**src/hdl/bbc_ram.sv**
```systemverilog
// Generic single-write, single-read RAM with registered read data.
// Standalone; no package dependency.
module bbc_ram #(
    parameter int WIDTH = 32,
    parameter int DEPTH = 64
) (
    input  logic                     i_clk,
    input  logic                     i_we,
    input  logic [$clog2(DEPTH)-1:0] i_waddr,
    input  logic [WIDTH-1:0]         i_wdata,
    input  logic [$clog2(DEPTH)-1:0] i_raddr,
    output logic [WIDTH-1:0]         o_rdata
);

    logic [WIDTH-1:0] r_mem [DEPTH];
    logic [WIDTH-1:0] r_rdata;

    always_ff @(posedge i_clk) begin
        if (i_we) begin
            r_mem[i_waddr] <= i_wdata;
        end
        r_rdata <= r_mem[i_raddr];
    end

    assign o_rdata = r_rdata;

endmodule

```
**config.mk**
```make
export PLATFORM = sky130hd
export DESIGN_NAME = bbc_ram
export DESIGN_NICKNAME = d
export VERILOG_FILES = /design/src/hdl/bbc_ram.sv
export SDC_FILE = /design/constraint.sdc
export NUM_CORES = 2
export LEC_CHECK = 0
export BUFFER_PORTS_ARGS = -buffer_cell sky130_fd_sc_hd__buf_2
export CAP_MARGIN = 40
export CELL_PAD_IN_SITES_DETAIL_PLACEMENT = 0
export CELL_PAD_IN_SITES_GLOBAL_PLACEMENT = 2
export CORE_MARGIN = 5
export CORE_UTILIZATION = 55
export DETAILED_ROUTE_END_ITERATION = 8
export PLACE_DENSITY = 0.87
export SLEW_MARGIN = 25
export SYNTH_ARGS = -nofsm -noshare
export SYNTH_HDL_FRONTEND = slang
export SYNTH_SLANG_ARGS = --single-unit
export TNS_END_PERCENT = 20
```
**constraint.sdc**
```tcl
create_clock -name i_clk -period 8.9 [get_ports i_clk]
set_input_delay 1.78 -clock i_clk [delete_from_list [all_inputs] [get_ports i_clk]]
set_output_delay 1.78 -clock i_clk [all_outputs]
set_load 0.005 [all_outputs]
```
==> key figures <==
Clock network
  – Worst skew pair latency: 820 ps
  – H-tree depth: 4
  – Post-CTS setup repair buffer count: 0
  – Clk root buf: clkbuf_16
  – CTS tree: done
  – CTS Sinks: 2080
  – CTS Hold Buffers Added: 0
  – Longest Clk Path Bufs: 3
  – Post-CTS Resized: 0
  – CTS clk-pin slew, worst paths: 60 ps
  – Total CTS buffers: 196

Detailed routing
  – First-pass DRT Iterations: 6
  – Vias per cell: 6.65
  – Vias: 37340
  – Post-route ant nets: 0
  – Drt initial violations: 5461
  – WL final: 196000 um
  – Drt wl/cell: 34.9 um
  – DRC violations left: 0

Worst setup path
  – Worst Path Required: 9560 ps
  – Worst R2R End: o_rdata[29]
  – Crit-path max FO: 84
  – Crit path capture type: flip-flop
  – Critical R2R Launch: r_mem[3][29]
  – FF-to-FF setup slack: 6640 ps
  – CP arrival: 5000 ps
  – CP Class: input port to flip-flop
  – Setup crit start kind: input port
  – Path depth of the worst reg2reg path: 4

Timing
  – Top achievable clock speed: 0.231 GHz
  – Setup tns final: 0 ps
  – Slew HR: 0.360
  – Post-route clock period utilization: 0.487
  – RSZ-0062 raised after global routing: no
  – Fin crit period: 4340 ps
  – Endpoints failing setup: 0
  – Final Hold Vio Count: 0
  – Worst Tran Pin Value: 961 ps
  – Slew Limit Fails: 0
  – Setup Skew: 19.9 ps

Synthesis
  – Syn Area/Cell: 23.6 um^2
  – Cells after synthesis: 3324
  – Mapped Nets: 3370
  – Main synth FF type: edfxtp_1
  – Share of async-settable or async-resettable flops after synthesis: 0
  – Synth Warn #: 0
  – Synthesized area: 78500 um^2
  – Post-synth EDFFs: 2048
  – Sequential share of the synthesized area: 0.791
  – Distinct cell type count after synthesis: 34
  – #FFs+latches synth: 2080

Pwr
  – Pwr per Cell Area: 226 nW/um^2
  – Static Leak: 27.7 nW
  – VDD IR max: 0.177 mV

Job
  – Max cap viols: 0

Outcome
  – Status: complete, no violations

GRT
  – Total gr overflow: 0
  – Pin count of the biggest net entering global routing: 110
  – Initial antenna violation count: 21
  – Vias in the first global route: 37437
  – Gr usage total: 0.262
  – First-pass GRT wire length: 278000 um

Placement
  – Port Buffers: 77
  – Hpwl dp: 102000 um
  – GPL Wtd Cong: 0.757
  – Area after DPL: 82500 um^2

Die
  – Die area: 150000 um^2
  – Height of the die: 388 um
  – Core ar.: 142000 um^2
  – I/O Pins: 78
  – Die Width: 388 um
  – Number of core rows: 138
  – Initial Utilization: 0.554

Layout
  – Design Area, Final: 88900 um^2
  – Layout cells sized above 1: 0.298
  – Fin nets: 3601
  – Most common cell after layout, fill and taps aside: edfxtp_1
  – Commonest cells after routing, fill and taps aside: 2048 x edfxtp_1, 544 x mux4_2, 202 x clkbuf_16
  – Area Overhead vs Synth: 13.3%

Worst hold path
  – Worst hold start: r_mem[13][17]
  – Hold crit path type: flip-flop to flip-flop
  – Hold Path Sink: o_rdata[17]
  – WHS Path Cells: 4
[layer usage]
layer | global-route usage | vias to the layer above | share of wire
met1 | 0.367 | 19916 | 0.37
met5 | 0 | - | 0.000066
met4 | 0.0720 | 2 | 0.026
li1 | - | 14723 | -
met2 | 0.417 | 2399 | 0.49
met3 | 0.0704 | 300 | 0.11
[kinds of logic (layout without fill, tap and decap cells)]
family / Yosys count / after routing / share of synthesized area
AOI/OAI and AO/OA: 202 / 202 / 0.0167
buffers and inverters: 182 / 579 / 0.0113
DFF: 2080 / 2080 / 0.791
muxes: 637 / 637 / 0.168
other: 0 / 6 / 0
and+or+nand+nor: 223 / 223 / 0.0127
[where the power goes]
part / internal, mW / total (mW) / leakage, nW / switching (mW)
Combinational: 0.384 / 0.977 / 5.92 / 0.594
Sequential: 10.8 / 10.9 / 18.7 / 0.0522
Clock: 4.74 / 8.26 / 3.13 / 3.52
[per-stage QoR]
| stage | instances | power (mW) | hold slack [ps] | utilization | setup slack (ps) |
|---|---|---|---|---|---|
| floorplan | 3324 | 11.6 | 663 | - | 3960 |
| global placement | 5204 | 12.0 | 691 | 0.577 | 3530 |
| detailed placement | 5241 | 12.1 | 704 | 0.582 | 3700 |
| CTS | 5605 | 20.2 | 719 | 0.627 | 4580 |
| global route | 5613 | 20.7 | 803 | 0.627 | 4270 |
| finish | 5617 | 20.1 | 727 | 0.627 | 4560 |
[cell usage after synthesis, types with 2 or more instances]
library cell  number  area share
nand2b_1           8     0.00064
buf_1             21      0.0010
nor3_1             7     0.00045
a311oi_1           8     0.00089
buf_4             25      0.0024
a21oi_1           62      0.0040
o32ai_1            4     0.00045
and3_1             4     0.00032
o22ai_1           84      0.0067
mux2i_1           93       0.012
and2_1             2     0.00016
dfxtp_1           32      0.0082
nor2b_1           15      0.0012
or3b_1             2     0.00022
a22oi_1           12      0.0011
edfxtp_1        2048        0.78
o221ai_1          27      0.0030
buf_2             57      0.0036
nand2_1           26      0.0012
buf_6              5     0.00072
nand4_1            2     0.00016
nor2_1           137      0.0065
nand3_1            5     0.00032
nand3b_1           5     0.00048
mux4_2           544        0.16
a41o_1             4     0.00051
or3_1              3     0.00024
or3b_2             3     0.00033
clkbuf_1          74      0.0035
[worst max path at each step]
stage | from | end | slack (ps) | cells after the start
2_1_floorplan | i_waddr[3] | r_mem[48][0] | 3960 | 4
3_3_place_gp | i_raddr[0] | o_rdata[29] | 3530 | 6
3_5_place_dp | i_raddr[0] | o_rdata[9] | 3700 | 6
4_1_cts | i_raddr[0] | o_rdata[9] | 4580 | 6
5_1_grt | i_raddr[0] | o_rdata[9] | 4270 | 6
6_report | i_raddr[0] | o_rdata[19] | 4560 | 7
[critical path, cell delays in order]
cell and delay, ps:
buf_8 640, buf_12 600, mux4_2 600, o22ai_1 240, nor2_1 150, a21oi_1 590, nor2_1 180
[flip-flops by register name, indices dropped and copies added (netlist names)]
name,flops
o_rdata,32
r_mem,2048
[cell type report]
type                       instances  area [um^2]
antenna                            6         15.0
clock buffer                     257         5340
clock inverter                   107         1030
fill                            9129        52800
multi-input combinational       1062        16000
sequential                      2080        62100
tap                             1890         2360
timing repair buffer             215         2070
No activity file was read; power rests on OpenSTA's default activity.
