===== src/hdl/bbc_div.sv =====
// Restoring divider, one quotient bit per cycle, shared for mean and variance.
// Standalone; no package dependency.
module bbc_div #(
    parameter int NUMW = 78,
    parameter int DENW = 14
) (
    input  logic            i_clk,
    input  logic            i_rst_n,
    input  logic            i_start,
    input  logic [NUMW-1:0] i_num,
    input  logic [DENW-1:0] i_den,
    output logic            o_done,
    output logic [NUMW-1:0] o_quo
);

    localparam int CNTW = $clog2(NUMW + 1);

    logic [DENW-1:0] r_rem, n_rem;
    logic [NUMW-1:0] r_quo, n_quo;
    logic [DENW-1:0] r_den;
    logic [CNTW-1:0] r_cnt;
    logic            r_done;
    logic [DENW:0]   trial;
    logic            ge;

    always_comb begin
        trial = {r_rem, r_quo[NUMW-1]};
        ge    = (trial >= {1'b0, r_den});
        n_rem = ge ? DENW'(trial - {1'b0, r_den}) : trial[DENW-1:0];
        n_quo = {r_quo[NUMW-2:0], ge};
    end

    always_ff @(posedge i_clk) begin
        if (!i_rst_n) begin
            r_cnt  <= '0;
            r_done <= 1'b0;
        end else begin
            r_done <= 1'b0;
            if (i_start) begin
                r_cnt <= CNTW'(NUMW);
            end else if (r_cnt != '0) begin
                r_cnt <= r_cnt - 1'b1;
                if (r_cnt == CNTW'(1)) begin
                    r_done <= 1'b1;
                end
            end
        end
    end

    always_ff @(posedge i_clk) begin
        if (i_start) begin
            r_rem <= '0;
            r_quo <= i_num;
            r_den <= i_den;
        end else if (r_cnt != '0) begin
            r_rem <= n_rem;
            r_quo <= n_quo;
        end
    end

    assign o_done = r_done;
    assign o_quo  = r_quo;

endmodule


===== config.mk =====
export PLATFORM = sky130hd
export DESIGN_NAME = bbc_div
export DESIGN_NICKNAME = d
export VERILOG_FILES = /design/src/hdl/bbc_div.sv
export SDC_FILE = /design/constraint.sdc
export NUM_CORES = 1
export LEC_CHECK = 0
export BUFFER_PORTS_ARGS = -buffer_cell sky130_fd_sc_hd__buf_2
export CAP_MARGIN = 0
export CORE_MARGIN = 1
export CORE_UTILIZATION = 55
export DETAILED_ROUTE_END_ITERATION = 10
export PLACE_DENSITY = 0.85
export SYNTH_ARGS = -nofsm -noshare
export SYNTH_HDL_FRONTEND = slang
export SYNTH_SLANG_ARGS = --single-unit

===== constraint.sdc =====
create_clock -name i_clk -period 6 [get_ports i_clk]
set_clock_uncertainty 0.05 [all_clocks]
set_input_delay 1.8 -clock i_clk [delete_from_list [all_inputs] [get_ports i_clk]]
set_output_delay 1.8 -clock i_clk [all_outputs]
set_load 0.01 [all_outputs]

==> results of run 1 <==
[cells by family (layout without fill, tap and decap cells)]
group / after synthesis / in the layout / synth area share [%]
xor+xnor: 13 / 13 / 2.06
mux: 84 / 84 / 17.0
simple gates: 72 / 72 / 6.70
fa+ha+maj: 18 / 18 / 4.21
buf+inv: 38 / 231 / 2.76
flops: 114 / 114 / 58.0
compound gates: 67 / 67 / 9.29
[worst max path at each step]
stage	start	end	cells after the start	slack, ns
after CTS	i_start	o_quo[60]$_DFFE_PP_	4	2.38
final	i_start	o_quo[60]$_DFFE_PP_	4	2.36
after floorplan	i_start	o_quo[0]$_DFFE_PP_	4	1.46
after global routing	i_start	o_quo[60]$_DFFE_PP_	4	2.23
after detailed placement	i_start	o_quo[60]$_DFFE_PP_	4	1.81
after global placement	i_start	o_quo[59]$_DFFE_PP_	4	1.91
[cell type report]
type	count	area, um2
flip-flops and latches	114	3200
fillers	669	2690
well taps	133	166
multi-input cells	254	2170
repair buffers	175	883
clock buffers	17	414
inverters	24	90.1
clock inverters	15	156
[worst reg2reg max path: cells and delay by family (launching register included)]
family	cells	cell delay (ns)
buffers and inverters	2	0.77
DFF	1	0.32
and+or+nand+nor	4	1.68
[flip-flops by register name, indices dropped and copies added (netlist names)]
register,cells
o_quo,78
r_rem,14
r_cnt,7
o_done,1
r_den,14
[metal layers]
layer / vias to the layer above / part of all wire, % / GRT usage [%]
li1: 1899 / - / -
met1: 1940 / 40 / 30.9
met2: 156 / 51 / 42.9
met3: 14 / 7.4 / 10.1
met4: 0 / 1.1 / 9.34
met5: - / 0 / 0
[report_power, final]
part	switching, W	internal (W)	leakage, nW
clock	0.000381	0.000594	0.276
sequential	0.0000999	0.00102	1.14
combinational	0.000483	0.000389	1.63
total	0.000964	0.00200	3.05
[stage by stage]
step / power (W) / utilization, %
3_5_place_dp: 0.00198 / 66.6
3_3_place_gp: 0.00196 / 66.6
4_1_cts: 0.00297 / 72.5
6_report: 0.00297 / 72.5
5_1_grt: 0.00311 / 72.5
2_1_floorplan: 0.00174 / -
[Yosys cell counts (2+ instances only)]
master	n
nand2b_1	2
nor3_1	3
nor2_1	21
a211o_1	2
a211oi_1	9
edfxtp_1	92
inv_1	24
o21a_1	2
nor2b_1	3
mux2i_1	6
and2_1	2
o21ai_0	6
ha_1	17
a31oi_1	4
o211ai_1	2
xor2_1	4
dfxtp_1	22
and3_1	4
nand3_1	6
or4_1	2
a21o_1	5
xnor2_1	9
clkbuf_1	11
nand2_1	19
mux2_2	78
o21ai_1	3
o22ai_1	2
buf_2	2
a21oi_1	9
a21boi_0	4
a2111oi_0	2
==> summary.txt, run 1 <==
Floorplan
  – Top Ports: 174
  – Die ar.: 0.0104 mm2
  – Die height: 102 um
  – Die Wd: 102 um
  – Initial core utilization: 56.5%
  – Core Region: 0.00977 mm2
  – Row cnt: 36

STA
  – Min Tclk post-route: 3.64 ns
  – Post-route setup slack: 2.36 ns
  – Worst rel slew slack: 52.0%
  – Final setup fails: 0
  – Final setup TNS: 0 ns
  – Fin Hold WS: 0.474 ns
  – Fmax achieved: 0.275 GHz
  – RSZ-0062 raised after global routing: no
  – Actual slew at the worst max-slew pin: 0.718 ns
  – Count of final hold-check violations: 0
  – Fin crit share: 60.6%
  – Slew Viols, Final: 0

Synth
  – Post-synth top area share: 50.0%
  – Synth cell types: 60
  – Area leader, netlist: edfxtp_1
  – Yosys reg bits: 114
  – Synth Warn #: 0
  – Mapped Area: 0.00552 mm2
  – Cells after Synth: 406
  – Mean area per synthesized cell: 13.6 um2
  – Top_reg_cell synth: edfxtp_1
  – EDFF count, synth: 92
  – Asr flop ratio synth: 0%
  – Syn_nets: 519
  – Sequential area share after synthesis: 58.0%
  – Largest cells by area after synthesis: edfxtp_1 50%, mux2_2 16%, dfxtp_1 8.0%, ha_1 3.9%, inv_1 1.6%

Final layout
  – Final #Nets: 699
  – Fin cells: 732
  – Finished Cell Area: 0.00708 mm2
  – Antenna fix cells: 0
  – Leading cell type in the layout, fill and taps excluded: buf_2
  – Layout cell share with drive strength beyond 1: 48.9%
  – Most frequent cells in the layout: 172 x buf_2, 92 x edfxtp_1, 78 x mux2_2, 23 x inv_1, 22 x dfxtp_1
  – Area grow syn2layout: 28.2%

Power and ir drop
  – PD cells: 419 mW/mm2
  – P_leak: 3.05 nW
  – Peak supply drop: 0.267 mV

Detailed routing
  – Post-route ant nets: 0
  – Via/cell ratio: 5.48
  – DR iter-0 viols: 255
  – Vias after detailed routing: 4009
  – DRC viols: 0
  – Total wire length: 12.9 mm
  – WL/cell: 17.6 um
  – Drt pass-1 iters: 4

GRT
  – Initial antenna violation count: 0
  – First-pass GRT wire length: 19.9 mm
  – GRT Overall Usage: 26.0%
  – Vias in the first global route: 4061
  – Remaining global-route overflow: 0
  – Largest net degree at the start of global routing: 55

Clocking
  – CTS tree: built
  – Clock tree buffer depth: 2
  – CTS Root Cell: clkbuf_8
  – Resized Gates After CTS: 0
  – Clk sinks: 114
  – Setup Buffers After CTS: 0
  – # hold bufs at CTS: 0
  – Number of CTS-inserted buffers: 17
  – Htree depth: 4
  – Worst skew pair latency: 0.53 ns
  – Clock-pin slew on the worst setup and hold paths: 0.06 ns

Placed design
  – Setup Slack @ Placement: 1.81 ns
  – RD Place Congestion: 0.888
  – Number of buffers added on ports: 173
  – Final HPWL DP: 8.91 mm
  – Cells after DPL: 700
  – Post-Place Cell Area: 0.00651 mm2

Worst setup path
  – Worst-path cell chain: buf_4 -> nor2_1 -> inv_2 -> buf_4
  – Startpoint Class: input pin
  – Bufs and invs on worst path: 3
  – R2R Setup Slk: 2.82 ns
  – Crit-path most repeated cell: buf_4
  – Crit path max-delay family: buffers and inverters
  – Slowest stage cell on the critical path: buf_4
  – Worst R2R Start: r_cnt[5]$_SDFFE_PP0N_
  – Crit Path Category: in2reg
  – Worst reg2reg path depth: 6
  – Arr. time, crit path: 3.74 ns
  – Reg2Reg Capture Point: o_quo[60]$_DFFE_PP_
  – Crit. End Element: flop
  – Max stage delay on crit path: 0.64 ns
  – Critical Path RT: 6.10 ns
  – Crit path max fanout: 53

Worst hold path
  – Worst Hold Launch: r_rem[5]$_SDFFE_PP0N_
  – Worst Hold Class: reg2reg
  – Hold endpoint: r_rem[5]$_SDFFE_PP0N_
  – WHS Path Cells: 2

Run status
  – Run status: completed

Flow run
  – Max-Cap Viols: 0
No activity file was read; power rests on OpenSTA's default activity.
==> run 2, diff against run 1 <==
--- a/config.mk
+++ b/config.mk
@@ -8,9 +8,9 @@
 export BUFFER_PORTS_ARGS = -buffer_cell sky130_fd_sc_hd__buf_2
 export CAP_MARGIN = 0
 export CORE_MARGIN = 1
-export CORE_UTILIZATION = 55
+export CORE_UTILIZATION = 46
 export DETAILED_ROUTE_END_ITERATION = 10
-export PLACE_DENSITY = 0.85
+export PLACE_DENSITY = 0.76
 export SYNTH_ARGS = -nofsm -noshare
 export SYNTH_HDL_FRONTEND = slang
 export SYNTH_SLANG_ARGS = --single-unit
==> constraint.sdc (replaced) <==
create_clock -name i_clk -period 3.1 [get_ports i_clk]
set_clock_uncertainty 0.05 [all_clocks]
set_input_delay 0.93 -clock i_clk [delete_from_list [all_inputs] [get_ports i_clk]]
set_output_delay 0.93 -clock i_clk [all_outputs]
set_load 0.01 [all_outputs]
==> summary.txt, run 2 (synthesis gave the netlist of run 1 again) <==
GRT
  – Largest net degree at the start of global routing: 52 (-5.5%)
  – Vias in the first global route: 4095 (+0.84%)
  – GRT Overall Usage: 21.4% (-4.5 points)
  – GR met2 Demand/Resource: 35.0% (-7.9 points)
  – First-pass GRT wire length: 20.4 mm (+2.8%)
  – Grt met1 use: 25.4% (-5.5 points)
  – Global routing's busiest layer: met2
  – Remaining global-route overflow: 0 (unchanged)
  – Initial antenna violation count: 1 (+1)
  – Met3 usage: 7.35% (-2.8 points)

Detailed routing
  – Total wire length: 12.7 mm (-1.2%)
  – Vias after detailed routing: 3991 (-0.45%)
  – Post-route ant nets: 0 (unchanged)
  – Via/cell ratio: 5.35 (-2.3%)
  – Drt pass-1 iters: 8 (+4)
  – DRC viols: 8 (+8)
  – DR iter-0 viols: 246 (-3.5%)
  – WL/cell: 17.1 um (-3.1%)

Final layout
  – Multi-input gate area: 0.00218 mm2 (+0.35%)
  – Layout cell share with drive strength beyond 1: 49.3% (+0.34 points)
  – Final #Nets: 703 (+0.57%)
  – Largest register FFs: 78 (unchanged)
  – Most frequent cells in the layout: 172 x buf_2, 92 x edfxtp_1, 78 x mux2_2, 23 x inv_1, 22 x dfxtp_1
  – Antenna fix cells: 0 (unchanged)
  – Layout fillers: 864 (+29%)
  – Leading cell type in the layout, fill and taps excluded: buf_2
  – Fin cells: 746 (+1.9%)
  – Area grow syn2layout: 31.2%
  – Final core occ: 62.7% (-9.8 points)
  – Sequential cell area: 0.00320 mm2 (unchanged)

Worst setup path
  – Crit. End Element: flop
  – Worst-path cell chain: inv_1 -> ha_1 -> nor2b_1 -> o2111a_2 -> or2_0 -> a211o_1 -> mux2_2
  – Startpoint Class: flop
  – Critical Path RT: 3.21 ns (-2.89 ns)
  – Crit path max-delay family: compound AO/OA/AOI/OAI gates
  – Crit path max fanout: 11 (-79%)
  – Max stage delay on crit path: 0.53 ns (-0.11 ns)
  – Crit Path Category: reg2reg
  – Arr. time, crit path: 2.74 ns (-1.00 ns)
  – Bufs and invs on worst path: 1 (-2)
  – Slowest stage cell on the critical path: a211o_1

STA
  – Actual slew at the worst max-slew pin: 0.659 ns (-0.0590 ns)
  – Fin crit share: 84.7%
  – Final setup TNS: 0 ns (unchanged)
  – RSZ-0062 raised after global routing: no
  – Slew Viols, Final: 0 (unchanged)
  – Fmax achieved: 0.381 GHz
  – Count of final hold-check violations: 0 (unchanged)
  – Final setup fails: 0 (unchanged)
  – Min Tclk post-route: 2.63 ns
  – Worst rel slew slack: 56.1% (+4.0 points)
  – Fin Hold WS: 0.458 ns (-0.0156 ns)

Clocking
  – CTS tree: built
  – Resized Gates After CTS: 0 (unchanged)
  – Clock-pin slew on the worst setup and hold paths: 0.05 ns (about the same)
  – Clock tree buffer depth: 2 (unchanged)
  – Number of CTS-inserted buffers: 17 (unchanged)
  – Setup Buffers After CTS: 0 (unchanged)
  – Clk sinks: 114 (unchanged)
  – Worst skew pair latency: 0.41 ns (-0.12 ns)
  – CTS Root Cell: clkbuf_16
  – Htree depth: 4 (unchanged)
  – # hold bufs at CTS: 0 (unchanged)

Flow run
  – Max-Cap Viols: 0 (unchanged)

Placed design
  – RD Place Congestion: 0.939 (+5.8%)
  – Final HPWL DP: 9.11 mm (+2.2%)
  – Number of buffers added on ports: 173 (unchanged)
  – Cells after DPL: 714 (+2.0%)

Floorplan
  – Die ar.: 0.0125 mm2 (+19%)
  – Row cnt: 39 (+8.3%)
  – Die Wd: 112 um (+9.2%)
  – Initial core utilization: 47.8% (-8.7 points)
  – Core Region: 0.0116 mm2 (+18%)
  – Die height: 112 um (+9.2%)
  – Top Ports: 174 (unchanged)

Run status
  – Run status: finished, violations left
  – Failing checks: DRC

Worst hold path
  – Worst Hold Class: reg2reg

Power and ir drop
  – Peak supply drop: 0.455 mV (+71%)
  – P_leak: 3.12 nW (+2.4%)
  – PD cells: 838 mW/mm2 (+100%)
  – Design Power: 0.00607 W (+100%)
==> run 2: cell count changes in the layout (fill, tap and decap cells not counted), moves of 2 or more <==
cell       before  now
clkbuf_1        0    3
clkinv_4        3    0
bufinv_16       2    6
clkinv_1        2    0
buf_4           3    6
inv_6           3    1
==> run 2: worst reg2reg max path, stage by stage, from the launching register on <==
cell,delay (ns)
edfxtp_1,0.35
inv_1,0.11
ha_1,0.25
nor2b_1,0.15
o2111a_2,0.26
or2_0,0.33
a211o_1,0.53
mux2_2,0.36
==> run 2: metrics by stage <==
| stage | instance area, um2 | setup WS (ns) |
|---|---|---|
| floorplan | 5540 | 0.0516 |
| global placement | 6580 | 0.523 |
| detailed placement | 6580 | 0.500 |
| CTS | 7250 | 0.492 |
| global route | 7250 | 0.334 |
| finish | 7250 | 0.473 |
==> run 2: cell type report <==
cell class | count | area share [%]
Clock buffer | 22 | 6.41
Clock inverter | 10 | 2.81
Inverter | 24 | 1.30
Multi-Input combinational cell | 254 | 30.0
Sequential cell | 114 | 44.2
Tap cell | 143 | 2.47
Timing Repair Buffer | 179 | 12.8
==> run 2: path summary, 6_finish.rpt <==
check / slack [ns] / endpoint / from / cells past startpoint
setup / recovery: 0.47 / o_quo[0]$_DFFE_PP_ / r_den[1]$_DFFE_PP_ / 7
hold / removal: 0.46 / r_rem[2]$_SDFFE_PP0N_ / r_rem[2]$_SDFFE_PP0N_ / 2
setup reg to reg: 0.47 / o_quo[0]$_DFFE_PP_ / r_den[1]$_DFFE_PP_ / 7
hold reg to reg: 0.46 / r_rem[2]$_SDFFE_PP0N_ / r_rem[2]$_SDFFE_PP0N_ / 2
==> run 2: metal layers <==
metal	vias to the layer above	wire (um)	share of wire, %
li1	1915	-	-
met4	0	248	1.9
met1	1879	5230	41
met3	22	1070	8.4
met2	175	6190	49
met5	-	0	0
==> run 2: power by group <==
part / internal [W] / switching (W) / total [W]
Clock: 0.00155 / 0.000678 / 0.00223
Combinational: 0.000760 / 0.000930 / 0.00169
Sequential: 0.00198 / 0.000180 / 0.00216
